### config.mk
export PLATFORM = sky130hd
export DESIGN_NAME = task_queue_and_timer_dispatcher_core
export DESIGN_NICKNAME = d
export VERILOG_FILES = /design/src/rtl/tqtd_pkg.sv /design/src/rtl/task_queue_and_timer_dispatcher_core.sv /design/src/rtl/tqtd_fifo.sv /design/src/rtl/tqtd_slots.sv
export VERILOG_INCLUDE_DIRS = /design/src /design/src/rtl
export SDC_FILE = /design/constraint.sdc
export NUM_CORES = 1
export LEC_CHECK = 0
export BUFFER_PORTS_ARGS = -buffer_cell sky130_fd_sc_hd__buf_2
export CAP_MARGIN = 20
export CORE_UTILIZATION = 50
export CTS_BUF_LIST = sky130_fd_sc_hd__clkbuf_16
export DETAILED_ROUTE_END_ITERATION = 10
export PLACE_DENSITY_LB_ADDON = 0.08
export SLEW_MARGIN = 15
export SYNTH_ARGS = -nofsm -noshare
export SYNTH_HDL_FRONTEND = slang
export SYNTH_SLANG_ARGS = --single-unit
### constraint.sdc
create_clock -name i_clk -period 5.95 [get_ports i_clk]
set_clock_uncertainty 0.15 [all_clocks]
set_input_delay 1.19 -clock i_clk [delete_from_list [all_inputs] [get_ports i_clk]]
set_output_delay 1.19 -clock i_clk [all_outputs]
set_load 0.02 [all_outputs]
### src/rtl/task_queue_and_timer_dispatcher_core_assert.svh
// Assertion helpers used by the core RTL.
`ifndef TASK_QUEUE_AND_TIMER_DISPATCHER_CORE_ASSERT_SVH
`define TASK_QUEUE_AND_TIMER_DISPATCHER_CORE_ASSERT_SVH

// Same-cycle implication under the active-low reset.
`define TQTD_ASSERT_IMPL(label, clk, rst_n, ante, cons) \
    label: assert property (@(posedge clk) disable iff (!(rst_n)) (ante) |-> (cons)) \
        else $error("assertion failed: same-cycle implication");

// Next-cycle implication under the active-low reset.
`define TQTD_ASSERT_NEXT(label, clk, rst_n, ante, cons) \
    label: assert property (@(posedge clk) disable iff (!(rst_n)) (ante) |=> (cons)) \
        else $error("assertion failed: next-cycle implication");

`endif

### src/rtl/tqtd_pkg.sv
`default_nettype none
package tqtd_pkg;

    localparam int QUEUE_DEPTH = 16;
    localparam int TIMER_SLOTS = 16;

    localparam int PTR_W  = $clog2(QUEUE_DEPTH);
    localparam int CNT_W  = $clog2(QUEUE_DEPTH + 1);
    localparam int SLOT_W = (TIMER_SLOTS > 1) ? $clog2(TIMER_SLOTS) : 1;
    localparam int IDX_W  = $clog2(TIMER_SLOTS + 1);

    localparam int TID_W   = 8;
    localparam int DLY_W   = 16;
    localparam int TICK_W  = 32;
    localparam int QCNT_W  = 5;
    localparam int STAT_W  = 2;

    typedef enum logic [1:0] {
        OP_TICK     = 2'd0,
        OP_ENQUEUE  = 2'd1,
        OP_SET      = 2'd2,
        OP_DISPATCH = 2'd3
    } t_op;

    localparam logic [STAT_W-1:0] ST_OK     = 2'd0;
    localparam logic [STAT_W-1:0] ST_FULL   = 2'd1;
    localparam logic [STAT_W-1:0] ST_NOSLOT = 2'd2;

    typedef enum logic [2:0] {
        S_IDLE,
        S_EXEC,
        S_WALK,
        S_SCAN,
        S_SETWR,
        S_RESULT
    } t_state;

    typedef struct packed {
        logic             push;
        logic             pop;
        logic [TID_W-1:0] wdata;
    } t_fifo_ctrl;

    typedef struct packed {
        logic [CNT_W-1:0] count;
        logic             full;
        logic             empty;
        logic [TID_W-1:0] head;
    } t_fifo_stat;

    typedef struct packed {
        logic [SLOT_W-1:0] idx;
        logic [TID_W-1:0]  key;
        logic              tid_we;
        logic [TID_W-1:0]  tid_wd;
        logic              dly_we;
        logic [DLY_W-1:0]  dly_wd;
    } t_slot_ctrl;

    typedef struct packed {
        logic [TID_W-1:0] tid;
        logic             tid_zero;
        logic             tid_match;
        logic             dly_one;
        logic [DLY_W-1:0] dly_dec;
    } t_slot_stat;

    // The FIFO fill level, at the width reported on the result.
    function automatic logic [QCNT_W-1:0] to_qcount(input logic [CNT_W-1:0] c);
        return QCNT_W'(c);
    endfunction

endpackage
`default_nettype wire

### src/rtl/task_queue_and_timer_dispatcher_core.sv
// Sequence: enqueue and dispatch go from the input transfer through EXEC to RESULT;
// tick walks the slot table after EXEC, set-timer with a nonzero id scans it, then writes in SETWR.
// Throughput: one item at a time, ready again in the cycle after the result is loaded;
// tick and set-timer walk through the slot table one slot per cycle.
// Reset: synchronous, active low; clears the FIFO, the slot ids, the tick count, the FSM.
// No clearing pass: the block is ready in the first cycle after reset.
`default_nettype none
module task_queue_and_timer_dispatcher_core import tqtd_pkg::*; (
    input  wire logic        i_clk,
    input  wire logic        i_rst_n,
    // slave side: [1:0] operation, [9:2] task_id, [25:10] delay, [31:26] zero
    input  wire logic        s_axis_tvalid,
    output logic             s_axis_tready,
    input  wire logic [31:0] s_axis_tdata,
    // master side: [7:0] dispatched_task, [9:8] status, [41:10] tick_count,
    // [46:42] queue_count, [47] zero
    output logic             m_axis_tvalid,
    input  wire logic        m_axis_tready,
    output logic [47:0]      m_axis_tdata
);

    t_state r_state, n_state;

    // Captured item.
    t_op              r_op,    n_op;
    logic [TID_W-1:0] r_tid,   n_tid;
    logic [DLY_W-1:0] r_dly,   n_dly;

    // Walk / scan sequencer.
    logic [IDX_W-1:0]  r_idx,        n_idx;
    logic              r_hit_found,  n_hit_found;
    logic [SLOT_W-1:0] r_hit_idx,    n_hit_idx;
    logic              r_free_found, n_free_found;
    logic [SLOT_W-1:0] r_free_idx,   n_free_idx;

    // Architectural state and result.
    logic [TICK_W-1:0] r_ticks,  n_ticks;
    logic [STAT_W-1:0] r_status, n_status;
    logic [TID_W-1:0]  r_disp,   n_disp;

    // Output register.
    logic        r_out_valid, n_out_valid;
    logic [47:0] r_out_data,  n_out_data;

    t_fifo_ctrl fifo_ctrl;
    t_fifo_stat fifo_stat;
    t_slot_ctrl slot_ctrl;
    t_slot_stat slot_stat;

    logic in_xfer;
    logic out_free;
    logic last_slot;

    assign in_xfer   = s_axis_tvalid && s_axis_tready;
    assign out_free  = !r_out_valid || m_axis_tready;
    assign last_slot = (r_idx == IDX_W'(TIMER_SLOTS - 1));

    tqtd_fifo u_fifo (
        .i_clk   (i_clk),
        .i_rst_n (i_rst_n),
        .i_ctrl  (fifo_ctrl),
        .o_stat  (fifo_stat)
    );

    tqtd_slots u_slots (
        .i_clk   (i_clk),
        .i_rst_n (i_rst_n),
        .i_ctrl  (slot_ctrl),
        .o_stat  (slot_stat)
    );

    // Next state.
    always_comb begin
        n_state = r_state;
        case (r_state)
            S_IDLE: begin
                if (in_xfer) begin
                    n_state = S_EXEC;
                end
            end
            S_EXEC: begin
                case (r_op)
                    OP_TICK: n_state = S_WALK;
                    OP_SET:  n_state = (r_tid == '0) ? S_RESULT : S_SCAN;
                    default: n_state = S_RESULT;
                endcase
            end
            S_WALK: begin
                if (last_slot) begin
                    n_state = S_RESULT;
                end
            end
            S_SCAN: begin
                if (last_slot) begin
                    n_state = S_SETWR;
                end
            end
            S_SETWR: begin
                n_state = S_RESULT;
            end
            S_RESULT: begin
                if (out_free) begin
                    n_state = S_IDLE;
                end
            end
            default: begin
                n_state = S_IDLE;
            end
        endcase
    end

    // Datapath and unit control.
    always_comb begin
        n_op         = r_op;
        n_tid        = r_tid;
        n_dly        = r_dly;
        n_idx        = r_idx;
        n_hit_found  = r_hit_found;
        n_hit_idx    = r_hit_idx;
        n_free_found = r_free_found;
        n_free_idx   = r_free_idx;
        n_ticks      = r_ticks;
        n_status     = r_status;
        n_disp       = r_disp;
        n_out_valid  = r_out_valid;
        n_out_data   = r_out_data;

        fifo_ctrl.push  = 1'b0;
        fifo_ctrl.pop   = 1'b0;
        fifo_ctrl.wdata = r_tid;

        slot_ctrl.idx    = r_idx[SLOT_W-1:0];
        slot_ctrl.key    = r_tid;
        slot_ctrl.tid_we = 1'b0;
        slot_ctrl.tid_wd = r_tid;
        slot_ctrl.dly_we = 1'b0;
        slot_ctrl.dly_wd = r_dly;

        s_axis_tready = (r_state == S_IDLE);

        // Drop the output valid once the downstream side takes the transfer.
        if (r_out_valid && m_axis_tready) begin
            n_out_valid = 1'b0;
        end

        case (r_state)
            S_IDLE: begin
                if (in_xfer) begin
                    n_op  = t_op'(s_axis_tdata[1:0]);
                    n_tid = s_axis_tdata[9:2];
                    n_dly = s_axis_tdata[25:10];
                end
            end
            S_EXEC: begin
                n_status     = ST_OK;
                n_disp       = '0;
                n_idx        = '0;
                n_hit_found  = 1'b0;
                n_free_found = 1'b0;
                case (r_op)
                    OP_TICK: begin
                        n_ticks = r_ticks + 1'b1;
                    end
                    OP_ENQUEUE: begin
                        // Idle id is never stored.
                        if (r_tid != '0) begin
                            if (fifo_stat.full) begin
                                n_status = ST_FULL;
                            end else begin
                                fifo_ctrl.push = 1'b1;
                            end
                        end
                    end
                    OP_DISPATCH: begin
                        if (!fifo_stat.empty) begin
                            n_disp        = fifo_stat.head;
                            fifo_ctrl.pop = 1'b1;
                        end
                    end
                    default: begin
                    end
                endcase
            end
            S_WALK: begin
                // Count down an occupied slot, or expire it into the FIFO.
                if (!slot_stat.tid_zero) begin
                    if (!slot_stat.dly_one) begin
                        slot_ctrl.dly_we = 1'b1;
                        slot_ctrl.dly_wd = slot_stat.dly_dec;
                    end else begin
                        if (fifo_stat.full) begin
                            n_status = ST_FULL;
                        end else begin
                            fifo_ctrl.push  = 1'b1;
                            fifo_ctrl.wdata = slot_stat.tid;
                        end
                        slot_ctrl.tid_we = 1'b1;
                        slot_ctrl.tid_wd = '0;
                    end
                end
                n_idx = r_idx + 1'b1;
            end
            S_SCAN: begin
                // Record the first slot holding this id and the first free slot.
                if (slot_stat.tid_match && !r_hit_found) begin
                    n_hit_found = 1'b1;
                    n_hit_idx   = r_idx[SLOT_W-1:0];
                end
                if (slot_stat.tid_zero && !r_free_found) begin
                    n_free_found = 1'b1;
                    n_free_idx   = r_idx[SLOT_W-1:0];
                end
                n_idx = r_idx + 1'b1;
            end
            S_SETWR: begin
                if (r_hit_found) begin
                    slot_ctrl.idx    = r_hit_idx;
                    slot_ctrl.dly_we = 1'b1;
                end else if (r_free_found) begin
                    slot_ctrl.idx    = r_free_idx;
                    slot_ctrl.tid_we = 1'b1;
                    slot_ctrl.dly_we = 1'b1;
                end else begin
                    n_status = ST_NOSLOT;
                end
            end
            S_RESULT: begin
                // Load the output register once it is empty or being drained.
                if (out_free) begin
                    n_out_valid = 1'b1;
                    n_out_data  = {1'b0, to_qcount(fifo_stat.count), r_ticks, r_status, r_disp};
                end
            end
            default: begin
            end
        endcase
    end

    always_ff @(posedge i_clk) begin
        if (!i_rst_n) begin
            r_state     <= S_IDLE;
            r_ticks     <= '0;
            r_out_valid <= 1'b0;
        end else begin
            r_state     <= n_state;
            r_ticks     <= n_ticks;
            r_out_valid <= n_out_valid;
        end
    end

    always_ff @(posedge i_clk) begin
        r_op         <= n_op;
        r_tid        <= n_tid;
        r_dly        <= n_dly;
        r_idx        <= n_idx;
        r_hit_found  <= n_hit_found;
        r_hit_idx    <= n_hit_idx;
        r_free_found <= n_free_found;
        r_free_idx   <= n_free_idx;
        r_status     <= n_status;
        r_disp       <= n_disp;
        r_out_data   <= n_out_data;
    end

    assign m_axis_tvalid = r_out_valid;
    assign m_axis_tdata  = r_out_data;

`include "task_queue_and_timer_dispatcher_core_assert.svh"

    // FIFO level never passes its depth.
    `TQTD_ASSERT_IMPL(a_fifo_level, i_clk, i_rst_n, 1'b1, fifo_stat.count <= CNT_W'(QUEUE_DEPTH))
    // One item at a time: no new transfer right after one is taken.
    `TQTD_ASSERT_NEXT(a_one_item, i_clk, i_rst_n, in_xfer, !s_axis_tready)
    // Leaving the result state always presents a result.
    `TQTD_ASSERT_NEXT(a_result_out, i_clk, i_rst_n, (r_state == S_RESULT) && out_free, m_axis_tvalid)
    // The walk touches the FIFO by push only.
    `TQTD_ASSERT_IMPL(a_walk_no_pop, i_clk, i_rst_n, r_state == S_WALK, !fifo_ctrl.pop)

endmodule
`default_nettype wire

### src/rtl/tqtd_fifo.sv
`default_nettype none
module tqtd_fifo import tqtd_pkg::*; (
    input  wire logic       i_clk,
    input  wire logic       i_rst_n,
    input  wire t_fifo_ctrl i_ctrl,
    output t_fifo_stat      o_stat
);

    logic [TID_W-1:0] r_mem [QUEUE_DEPTH];
    logic [PTR_W-1:0] r_rd_ptr;
    logic [PTR_W-1:0] r_wr_ptr;
    logic [CNT_W-1:0] r_count;

    logic do_push;
    logic do_pop;

    assign do_push = i_ctrl.push && (r_count != CNT_W'(QUEUE_DEPTH));
    assign do_pop  = i_ctrl.pop && (r_count != '0);

    always_ff @(posedge i_clk) begin
        if (do_push) begin
            r_mem[r_wr_ptr] <= i_ctrl.wdata;
        end
    end

    always_ff @(posedge i_clk) begin
        if (!i_rst_n) begin
            r_rd_ptr <= '0;
            r_wr_ptr <= '0;
            r_count  <= '0;
        end else begin
            if (do_push) begin
                r_wr_ptr <= (r_wr_ptr == PTR_W'(QUEUE_DEPTH - 1)) ? '0 : r_wr_ptr + 1'b1;
                r_count  <= r_count + 1'b1;
            end else if (do_pop) begin
                r_rd_ptr <= (r_rd_ptr == PTR_W'(QUEUE_DEPTH - 1)) ? '0 : r_rd_ptr + 1'b1;
                r_count  <= r_count - 1'b1;
            end
        end
    end

    assign o_stat.count = r_count;
    assign o_stat.full  = (r_count == CNT_W'(QUEUE_DEPTH));
    assign o_stat.empty = (r_count == '0);
    assign o_stat.head  = r_mem[r_rd_ptr];

endmodule
`default_nettype wire

### src/rtl/tqtd_slots.sv
`default_nettype none
module tqtd_slots import tqtd_pkg::*; (
    input  wire logic       i_clk,
    input  wire logic       i_rst_n,
    input  wire t_slot_ctrl i_ctrl,
    output t_slot_stat      o_stat
);

    logic [TID_W-1:0] r_tid [TIMER_SLOTS];
    logic [DLY_W-1:0] r_dly [TIMER_SLOTS];

    logic [TID_W-1:0] rd_tid;
    logic [DLY_W-1:0] rd_dly;

    // Free slots hold id zero; clear the ids at reset.
    always_ff @(posedge i_clk) begin
        if (!i_rst_n) begin
            for (int i = 0; i < TIMER_SLOTS; i++) begin
                r_tid[i] <= '0;
            end
        end else if (i_ctrl.tid_we) begin
            r_tid[i_ctrl.idx] <= i_ctrl.tid_wd;
        end
    end

    always_ff @(posedge i_clk) begin
        if (i_ctrl.dly_we) begin
            r_dly[i_ctrl.idx] <= i_ctrl.dly_wd;
        end
    end

    // Shared compare and decrement unit on the addressed slot.
    assign rd_tid = r_tid[i_ctrl.idx];
    assign rd_dly = r_dly[i_ctrl.idx];

    assign o_stat.tid       = rd_tid;
    assign o_stat.tid_zero  = (rd_tid == '0);
    assign o_stat.tid_match = (rd_tid == i_ctrl.key);
    assign o_stat.dly_one   = (rd_dly == DLY_W'(1));
    assign o_stat.dly_dec   = rd_dly - DLY_W'(1);

endmodule
`default_nettype wire
After elaboration in Yosys (flattened, before gate mapping):

Memory sizes are Yosys's and may differ from the RTL's. A register that Yosys moved wholly into a read port is not among the register bits.
Index checks and enable logic that the tools add are counted.

* reduce and logical (&&, ||, !) cells: 34
* eq/ne operators: 26
* mux-type cells: 65
* $add $sub $neg: 7
* bitwise logic cells: 2

Operators by type and width (count)
* $mux 8: 6
* $add 32x1->32 const B: 1
* $mux 1: 28
* $mux 26: 1
* $mux 4: 6
* $ne 2x2->1 const B: 10
* $pmux 3 s6: 1
* $mux 17: 1
* $eq 16x1->1 const B: 1
* $logic_not 8->1: 2
* $mux 16: 1
* $reduce_and 2->1: 8
* $sub 16x1->16 const B: 1
* $mux 3: 5
* $add 5x1->5 const B: 2
* $mux 2: 5
* $mux 5: 2
* $pmux 1 s2: 5
* $pmux 5 s2: 1
* $mux 9: 1
* $add 4x1->4 const B: 2
* $eq 4x4->1 const B: 2
* $eq 8x8->1: 1
* $reduce_bool 8->1: 1
* 26 further kinds: 40

* output and inout port bits: 50
* logic and storage cells: 153
* register bits: 139
* memory bits (writable): 512
* memories: 3

Memories
* u_slots.r_dly: words 16, bits a word 16, read ports 1, clocked after memory_dff 0, write ports 1, RTL line tqtd_slots.sv:10 `logic [DLY_W-1:0] r_dly [TIMER_SLOTS];`
* u_fifo.r_mem: words 16, bits a word 8, read ports 1, clocked after memory_dff 1, write ports 1, RTL line tqtd_fifo.sv:9 `logic [TID_W-1:0] r_mem [QUEUE_DEPTH];`
* u_slots.r_tid: words 16, bits a word 8, read ports 1, clocked after memory_dff 0, write ports 16, RTL line tqtd_slots.sv:9 `logic [TID_W-1:0] r_tid [TIMER_SLOTS];`

Longest topological paths before layout:

Gate-level depths: netlist of run 1.
An unclocked memory read counts as a cell.

* depth in word-level cells: 13
* depth in mapped cells: 30

By module:

From an unflattened synthesis of run 1, not the netlist that was laid out.

* cells, all modules: 1583
* area, all modules: 27347.5 µm²

Modules (own cells, without submodules)
* tqtd_slots: cells each 834, area an instance 15974.1 µm², times used 1
* tqtd_fifo: cells each 320, area an instance 5823.1 µm², times used 1
* task_queue_and_timer_dispatcher_core: cells each 429, area an instance 5550.3 µm², times used 1

Worst setup path before layout of run 1:

No wires, ideal clock.

* path type: register -> register
* start point: reg r_state[0]
* end point: reg u_fifo.r_count[4]
* required time: 5739 ps
* clock period less this slack: 5418 ps
* buffers on the path: 7
* slack: 532 ps
* arrival time: 5206 ps
* setup time: 61 ps
* stages on the path, launching flop included: 31
* cell sequence: dfxtp_1 -> or3b_1 -> buf_2 -> a21o_1 -> buf_2 -> nand2_4 -> buf_6 -> buf_6 -> buf_2 -> buf_1 -> nand2_1 -> a311oi_1 -> a31o_2 -> mux2i_1 -> inv_1 -> ha_1 -> inv_1 -> nor3_1 -> nand4_2 -> o21ba_2 -> nor2_4 -> buf_2 -> inv_1 -> fa_1 -> a21o_1 -> a21oi_1 -> nor2_1 -> nand2_1 -> a22oi_1 -> o21ai_0 -> and4_1

* word-level cells in the longest chain between the ends: 9
* elaborated cells between the ends (all ways): 16

RTL lines
* from (decl): RTL line task_queue_and_timer_dispatcher_core.sv:22 `t_state r_state, n_state;`
* from (signal assigned): RTL line task_queue_and_timer_dispatcher_core.sv:245 `r_state <= n_state;`
* $eq 3x3->1: RTL line task_queue_and_timer_dispatcher_core.sv:146 `case (r_state)`
* $mux 4: RTL line task_queue_and_timer_dispatcher_core.sv:146
* $mem_v2 16x16
* $eq 16x1->1: RTL line tqtd_slots.sv:39 `assign o_stat.dly_one = (rd_dly == DLY_W'(1));`
* $mux 1: RTL line task_queue_and_timer_dispatcher_core.sv:187 `if (!slot_stat.dly_one) begin`
* $mux 1: RTL line task_queue_and_timer_dispatcher_core.sv:186 `if (!slot_stat.tid_zero) begin`
* $pmux 1 s2: RTL line task_queue_and_timer_dispatcher_core.sv:146
* $logic_and 1x1->1: RTL line tqtd_fifo.sv:17 `assign do_push = i_ctrl.push && (r_count != CNT_W'(QUEUE_DEPTH));`
* $mux 5 / $reduce_bool 2->1 (equally long branches)
* to (signal assigned): RTL line tqtd_fifo.sv:34 `r_count <= r_count + 1'b1;`
* to (signal assigned): RTL line tqtd_fifo.sv:37 `r_count <= r_count - 1'b1;`
* to (decl): RTL line tqtd_fifo.sv:12 `logic [CNT_W-1:0] r_count;`

Several ways; a longest one is shown, not always the timed one.
A chain may end at the register's enable or synchronous reset.

Final worst setup path of run 1:

* start point: reg r_free_found
* end point: mem u_slots.r_dly[4][1], enable pin

* word-level cells in the longest chain between the ends: 10
* elaborated cells between the ends (all ways): 14

RTL lines
* from (decl): RTL line task_queue_and_timer_dispatcher_core.sv:33 `logic r_free_found, n_free_found;`
* from (signal assigned): RTL line task_queue_and_timer_dispatcher_core.sv:258 `r_free_found <= n_free_found;`
* $mux 4: RTL line task_queue_and_timer_dispatcher_core.sv:219 `end else if (r_free_found) begin`
* $mux 4: RTL line task_queue_and_timer_dispatcher_core.sv:216 `if (r_hit_found) begin`
* $mux 4: RTL line task_queue_and_timer_dispatcher_core.sv:146
* $mem_v2 16x16
* $eq 16x1->1: RTL line tqtd_slots.sv:39
* $mux 17: RTL line task_queue_and_timer_dispatcher_core.sv:187
* $mux 26: RTL line task_queue_and_timer_dispatcher_core.sv:186
* $pmux 1 s2: RTL line task_queue_and_timer_dispatcher_core.sv:146
* $mux 1: RTL line tqtd_slots.sv:27 `if (i_ctrl.dly_we) begin`
* $mux 1 (implied by the code): RTL line tqtd_slots.sv:28 `r_dly[i_ctrl.idx] <= i_ctrl.dly_wd;`
* to (decl): RTL line tqtd_slots.sv:10

Several ways; a longest one is shown, not always the timed one.

==> results of run 1 <==
-- cell type report --
| class | instances | area share, % |
|---|---|---|
| repair buffers | 164 | 3.623 |
| flip-flops and latches | 659 | 63.21 |
| clock buffers | 74 | 6.065 |
| inverters | 15 | 0.1926 |
| multi-input cells | 951 | 23.10 |
| well taps | 688 | 2.820 |
| clock inverters | 50 | 0.9877 |
-- synthesized netlist by cell type, drive strengths merged (8+ instances only) --
master,number
edfxtp,610
nor2,212
nand2,129
mux4,72
clkbuf,63
a21oi,53
dfxtp,49
o21ai,46
a222oi,36
xor2,35
nand3,31
mux2,24
and3,23
buf,23
mux2i,21
nor3,19
xnor2,19
or3,18
a22o,17
nor2b,16
inv,14
ha,13
a21boi,12
nand4,12
nor4,11
a21o,10
a22oi,10
a211oi,9
nand2b,9
and2,8
-- flip-flops by register name, summed over array words and instances, names as in the netlist --
signal           cells
r_free_found         1
u_fifo.r_mem       128
r_hit_idx            4
u_fifo.r_wr_ptr      4
r_disp               8
u_fifo.r_rd_ptr      4
r_status             2
r_state              3
m_axis_tvalid        1
u_slots.r_tid      128
r_tid                8
r_dly               16
m_axis_tdata        47
r_free_idx           4
r_ticks             32
u_slots.r_dly      256
r_op                 2
u_fifo.r_count       5
r_hit_found          1
r_idx                5
-- through the flow --
step	cells	total power [mW]
2_1_floorplan	1711	7.542
3_3_place_gp	2471	8.602
3_5_place_dp	2474	8.631
4_1_cts	2598	12.74
5_1_grt	2601	13.17
6_report	2601	12.68
-- worst max-delay path, stage by stage, from the launching register on --
cell,delay (ns)
edfxtp_1,0.53
or2_0,0.31
buf_4,0.18
a21o_1,0.32
a211oi_4,0.95
buf_4,0.32
a21boi_0,0.10
o211ai_1,0.40
nor4_4,0.12
nand4_2,0.21
buf_4,0.17
nor2b_2,0.32
o21ai_1,0.21
nor2_2,0.60
buf_4,0.36
-- per-layer routing --
layer / vias to the layer above / track usage (%) / routed length, µm
li1: 6960 / - / -
met1: 7710 / 30.58 / 26060
met2: 444 / 37.55 / 29390
met3: 98 / 4.314 / 3378
met4: 0 / 6.842 / 1485
met5: - / 0 / 0
-- worst paths after layout --
path,start,to,slack (ns),cells past startpoint
hold / removal,r_disp[6],m_axis_tdata[6],0.27,0
hold reg to reg,r_disp[6],m_axis_tdata[6],0.27,0
setup reg to reg,r_free_found,u_slots.r_dly[4][1],0.36,14
setup / recovery,r_free_found,u_slots.r_dly[4][1],0.36,14
-- kinds of logic after synthesis --
family,share of synthesized area (%)
DFF,72.33
and+or+nand+nor,9.079
AOI/OAI and AO/OA,6.645
muxes,7.878
buffers and inverters,1.599
xor gates and xnor gates,1.773
adders and majority gates,0.6847
other,0.01405
-- power breakdown --
part,total (mW),switching (mW),leakage [nW],internal [mW]
logic,3.03,1.93,2.98,1.10
clock network,4.11,1.74,1.13,2.37
registers,5.55,0.105,6.09,5.44
==> impl_metrics.yaml, run 1 <==
setup_path:
  crit_fanout: 17
  arrival_ns: 5.72
  required_ns: 6.08
  crit_type: "flop to flop"
  end_kind: "flop"
  start_kind: "flop"
place:
  dp_hpwl_um: 39330
  placed_area_um2: 28330
  place.gp.congestion: 0.7904
  dp_slack_ns: 0.2795
  numPortBuffers: 78
pwr:
  ir_worst_vdd_mv: 0.3378
  leakage_nw: 10.21
  cellPowerDensity_nw_per_um2: 415.4
sta:
  setup-tns-final_ns: 0
  slew_headroom_pct: 26.14
  hold_viol: 0
  slew_violations: 0
  grt_setup_unrepaired: "no"
  tightest_slew_ns: 1.107
  fin_ws_ns: 0.3609
  fmax_mhz: 178.9
  worst_hold_slack_ns: 0.2663
  period_share_pct: 93.93
  fin_crit_ns: 5.589
  setup-violations-final: 0
outcome:
  status: "completed"
layout:
  final_area_um2: 30530
  diodes: 0
  multi_input_area_um2: 7052
  fillerInstances: 4107
  seqCellArea_um2: 19300
  layout.nets: 1911
  layout_commonest_cell: "edfxtp_1"
  layout_common_cells: "edfxtp_1 (610), nor2_1 (201), nand2_1 (128)"
  final_core_util_pct: 57.98
  final_layout_size_suffix_gt1_share_pct: 20.39
  area_growth_pct: 14.42
clock_network:
  htreeDepth: 3
  post_cts_buffers: 0
  clk_pin_slew_ns: 0.06
  cts_tree: "yes"
  numCtsBuffers: 70
  clockRootBuffer: "clkbuf_16"
  clock_latency_ns: 0.60
  cts.repair.resized: 0
  clock_sinks: 659
  clockBufferDepth: 3
  cts_hold_buf: 0
logic_synthesis:
  synth_area_leaders: "edfxtp_1 (69%), mux4_2 (6.1%), dfxtp_1 (3.7%), nor2_1 (3.0%), nand2_1 (1.8%)"
  synth_largest_area_cell: "edfxtp_1"
  async_flop_share_pct: 0
  ys_types: 78
  synth_flop_cell: "edfxtp_1"
  synthesis.area_um2: 26680
  syn_nets: 1761
  synth_edf_count: 610
  ys_ff_latch: 659
  avgSynthCellArea_um2: 15.59
  netlist_instances: 1711
  ys_seq_area_share_pct: 72.33
  synth_warnings: 0
  yosysTopAreaCellShare_pct: 68.65
global_route:
  grt_pass1_vias: 14950
  grt_pass1_wl_um: 91400
  grt-ovfl-total: 0
  grt_start_max_net_pins: 48
  grt.total_usage_pct: 22.73
  antenna_found_initial: 0
drt:
  firstDrtPassIters: 9
  routed_wirelength_um: 60320
  drcViolationCount: 0
  vias: 15210
  wl_per_cell_um: 23.19
  antenna_left: 0
  first_iter_violations: 1303
  via_per_inst: 5.849
run:
  drv_cap: 0
floorplan:
  core.rowCount: 84
  die_area_um2: 54290
  die_x_um: 233.0
  placeableCoreArea_um2: 52660
  start_util_pct: 50.67
  dieHeight_um: 233.0
  ios: 86
hold_path:
  hold_path.class: "flop to flop"
Note: power is estimated with default switching activity, not from simulation.
==> run 2, diff against run 1 <==
PLACE_DENSITY = 0.66   (was unset)
PLACE_DENSITY_LB_ADDON = unset   (was 0.08)
==> impl_metrics.yaml, run 2 (synthesis gave the netlist of run 1 again) <==
clock_network:
  post_cts_buffers: 0
  cts_tree: "yes"
  numCtsBuffers: 69
  clockBufferDepth: 3
  clock_latency_ns: 0.60
  cts.repair.resized: 0
  clk_pin_slew_ns: 0.06
  clock_sinks: 659
  htreeDepth: 3
  cts_hold_buf: 0
  clockRootBuffer: "clkbuf_16"
setup_path:
  start_kind: "flop"
  endpoint: "u_fifo.r_count[4]"
  r2r_end: "u_fifo.r_count[4]"
  reg2reg_slack_ns: 0.41
  required_ns: 6.33
  crit_type: "flop to flop"
  rr_worst_depth: 21
  end_kind: "flop"
  arrival_ns: 5.92
  cp-startpoint: "r_hit_found"
  crit_fanout: 13
  r2r_start: "r_hit_found"
global_route:
  grt-ovfl-total: 0
  antenna_found_initial: 0
  grt.total_usage_pct: 23.57
  grt_pass1_wl_um: 93810
  grt_pass1_vias: 15510
  grt_start_max_net_pins: 45
sta:
  setup-violations-final: 0
  fmax_mhz: 180.6
  period_share_pct: 93.04
  worst_hold_slack_ns: 0.2679
  tightest_slew_ns: 1.046
  fin_ws_ns: 0.4143
  slew_violations: 0
  fin_crit_ns: 5.536
  setup-tns-final_ns: 0
  grt_setup_unrepaired: "no"
  slew_headroom_pct: 29.79
  hold_viol: 0
layout:
  layout_common_cells: "edfxtp_1 (610), nor2_1 (201), nand2_1 (128)"
  final_cell_count_no_fill: 2618
  area_growth_pct: 15.25
  diodes: 0
  layout_commonest_cell: "edfxtp_1"
  largest_reg_flops: 256
  final_layout_size_suffix_gt1_share_pct: 21.50
  fillerInstances: 3974
  top_register: "u_slots.r_dly"
  final_area_um2: 30750
  layout.nets: 1935
  largestRegisters: "u_slots.r_dly (256), u_fifo.r_mem (128), u_slots.r_tid (128)"
pwr:
  cellPowerDensity_nw_per_um2: 413.0
  ir_worst_vdd_mv: 0.2620
  leakage_nw: 10.32
drt:
  via_per_inst: 5.931
  drcViolationCount: 0
  vias: 15530
  first_iter_violations: 1616
  antenna_left: 0
  wl_per_cell_um: 23.92
  routed_wirelength_um: 62630
  firstDrtPassIters: 5
floorplan:
  die_area_um2: 54290
  dieHeight_um: 233.0
  core.rowCount: 84
  start_util_pct: 50.67
  die_x_um: 233.0
  ios: 86
  placeableCoreArea_um2: 52660
place:
  dp_hpwl_um: 40670
  place.gp.congestion: 0.8564
  placed_area_um2: 28580
  dp_cells: 2502
  numPortBuffers: 78
  dp_slack_ns: 0.2420
outcome:
  status: "completed"
hold_path:
  hold_path.class: "flop to flop"
run:
  drv_cap: 0
[run 2: power breakdown]
| group | internal, mW | switching (mW) | total, mW |
|---|---|---|---|
| combinational | 1.10 | 1.95 | 3.05 |
| clock | 2.42 | 1.68 | 4.10 |
| sequential | 5.44 | 0.101 | 5.54 |
| total | 8.97 | 3.73 | 12.7 |
[run 2: per-stage QoR]
stage / power [mW] / util [%]
after floorplan: 7.542 / -
after global placement: 8.583 / 54.26
after detailed placement: 8.658 / 54.28
after CTS: 12.75 / 58.36
after global routing: 13.19 / 58.40
final: 12.70 / 58.40
[run 2: final cells by class]
cell class	count	area, µm²	share of cell area, %
tap	688	860.8	2.799
multi-input combinational	951	7043	22.90
timing repair buffer	189	1340	4.358
sequential	659	19300	62.76
clock inverter	41	272.8	0.8870
inverter	15	56.30	0.1831
clock buffer	75	1877	6.104
[run 2: how the worst min path moves through the flow]
stage	start	end	slack, ns	cells past startpoint
6_report	r_disp[4]	m_axis_tdata[4]	0.27	0
5_1_grt	r_disp[1]	m_axis_tdata[1]	0.28	0
4_1_cts	r_disp[2]	m_axis_tdata[2]	0.27	0
3_5_place_dp	r_disp[4]	m_axis_tdata[4]	0.25	0
3_3_place_gp	r_disp[5]	m_axis_tdata[5]	0.25	0
2_1_floorplan	r_disp[0]	m_axis_tdata[0]	0.25	0
[run 2: layer usage]
| layer | global-route usage [%] | wire length [µm] | part of all wire [%] |
|---|---|---|---|
| met2 | 39.57 | 31240 | 50 |
| met5 | 0 | 0 | 0 |
| met1 | 30.23 | 24960 | 40 |
| met4 | 8.701 | 1988 | 3.2 |
| met3 | 4.853 | 4443 | 7.1 |
[run 2: critical path, stage by stage, from the launching register on]
cell and delay, ns:
edfxtp_1 0.41, buf_4 0.20, or3b_2 0.46, a21oi_1 0.30
or2_2 0.40, nor2_1 0.24, buf_4 0.23, a22o_1 0.21
or3_4 0.42, nor4_4 0.35, nand4_2 0.28, o21ba_2 0.31
nor2_4 0.08, inv_1 0.10, fa_1 0.41, a21o_1 0.17
a21oi_1 0.20, nor2_1 0.09, nand2_1 0.10, a22oi_1 0.06
o21ai_0 0.09, and4_1 0.19
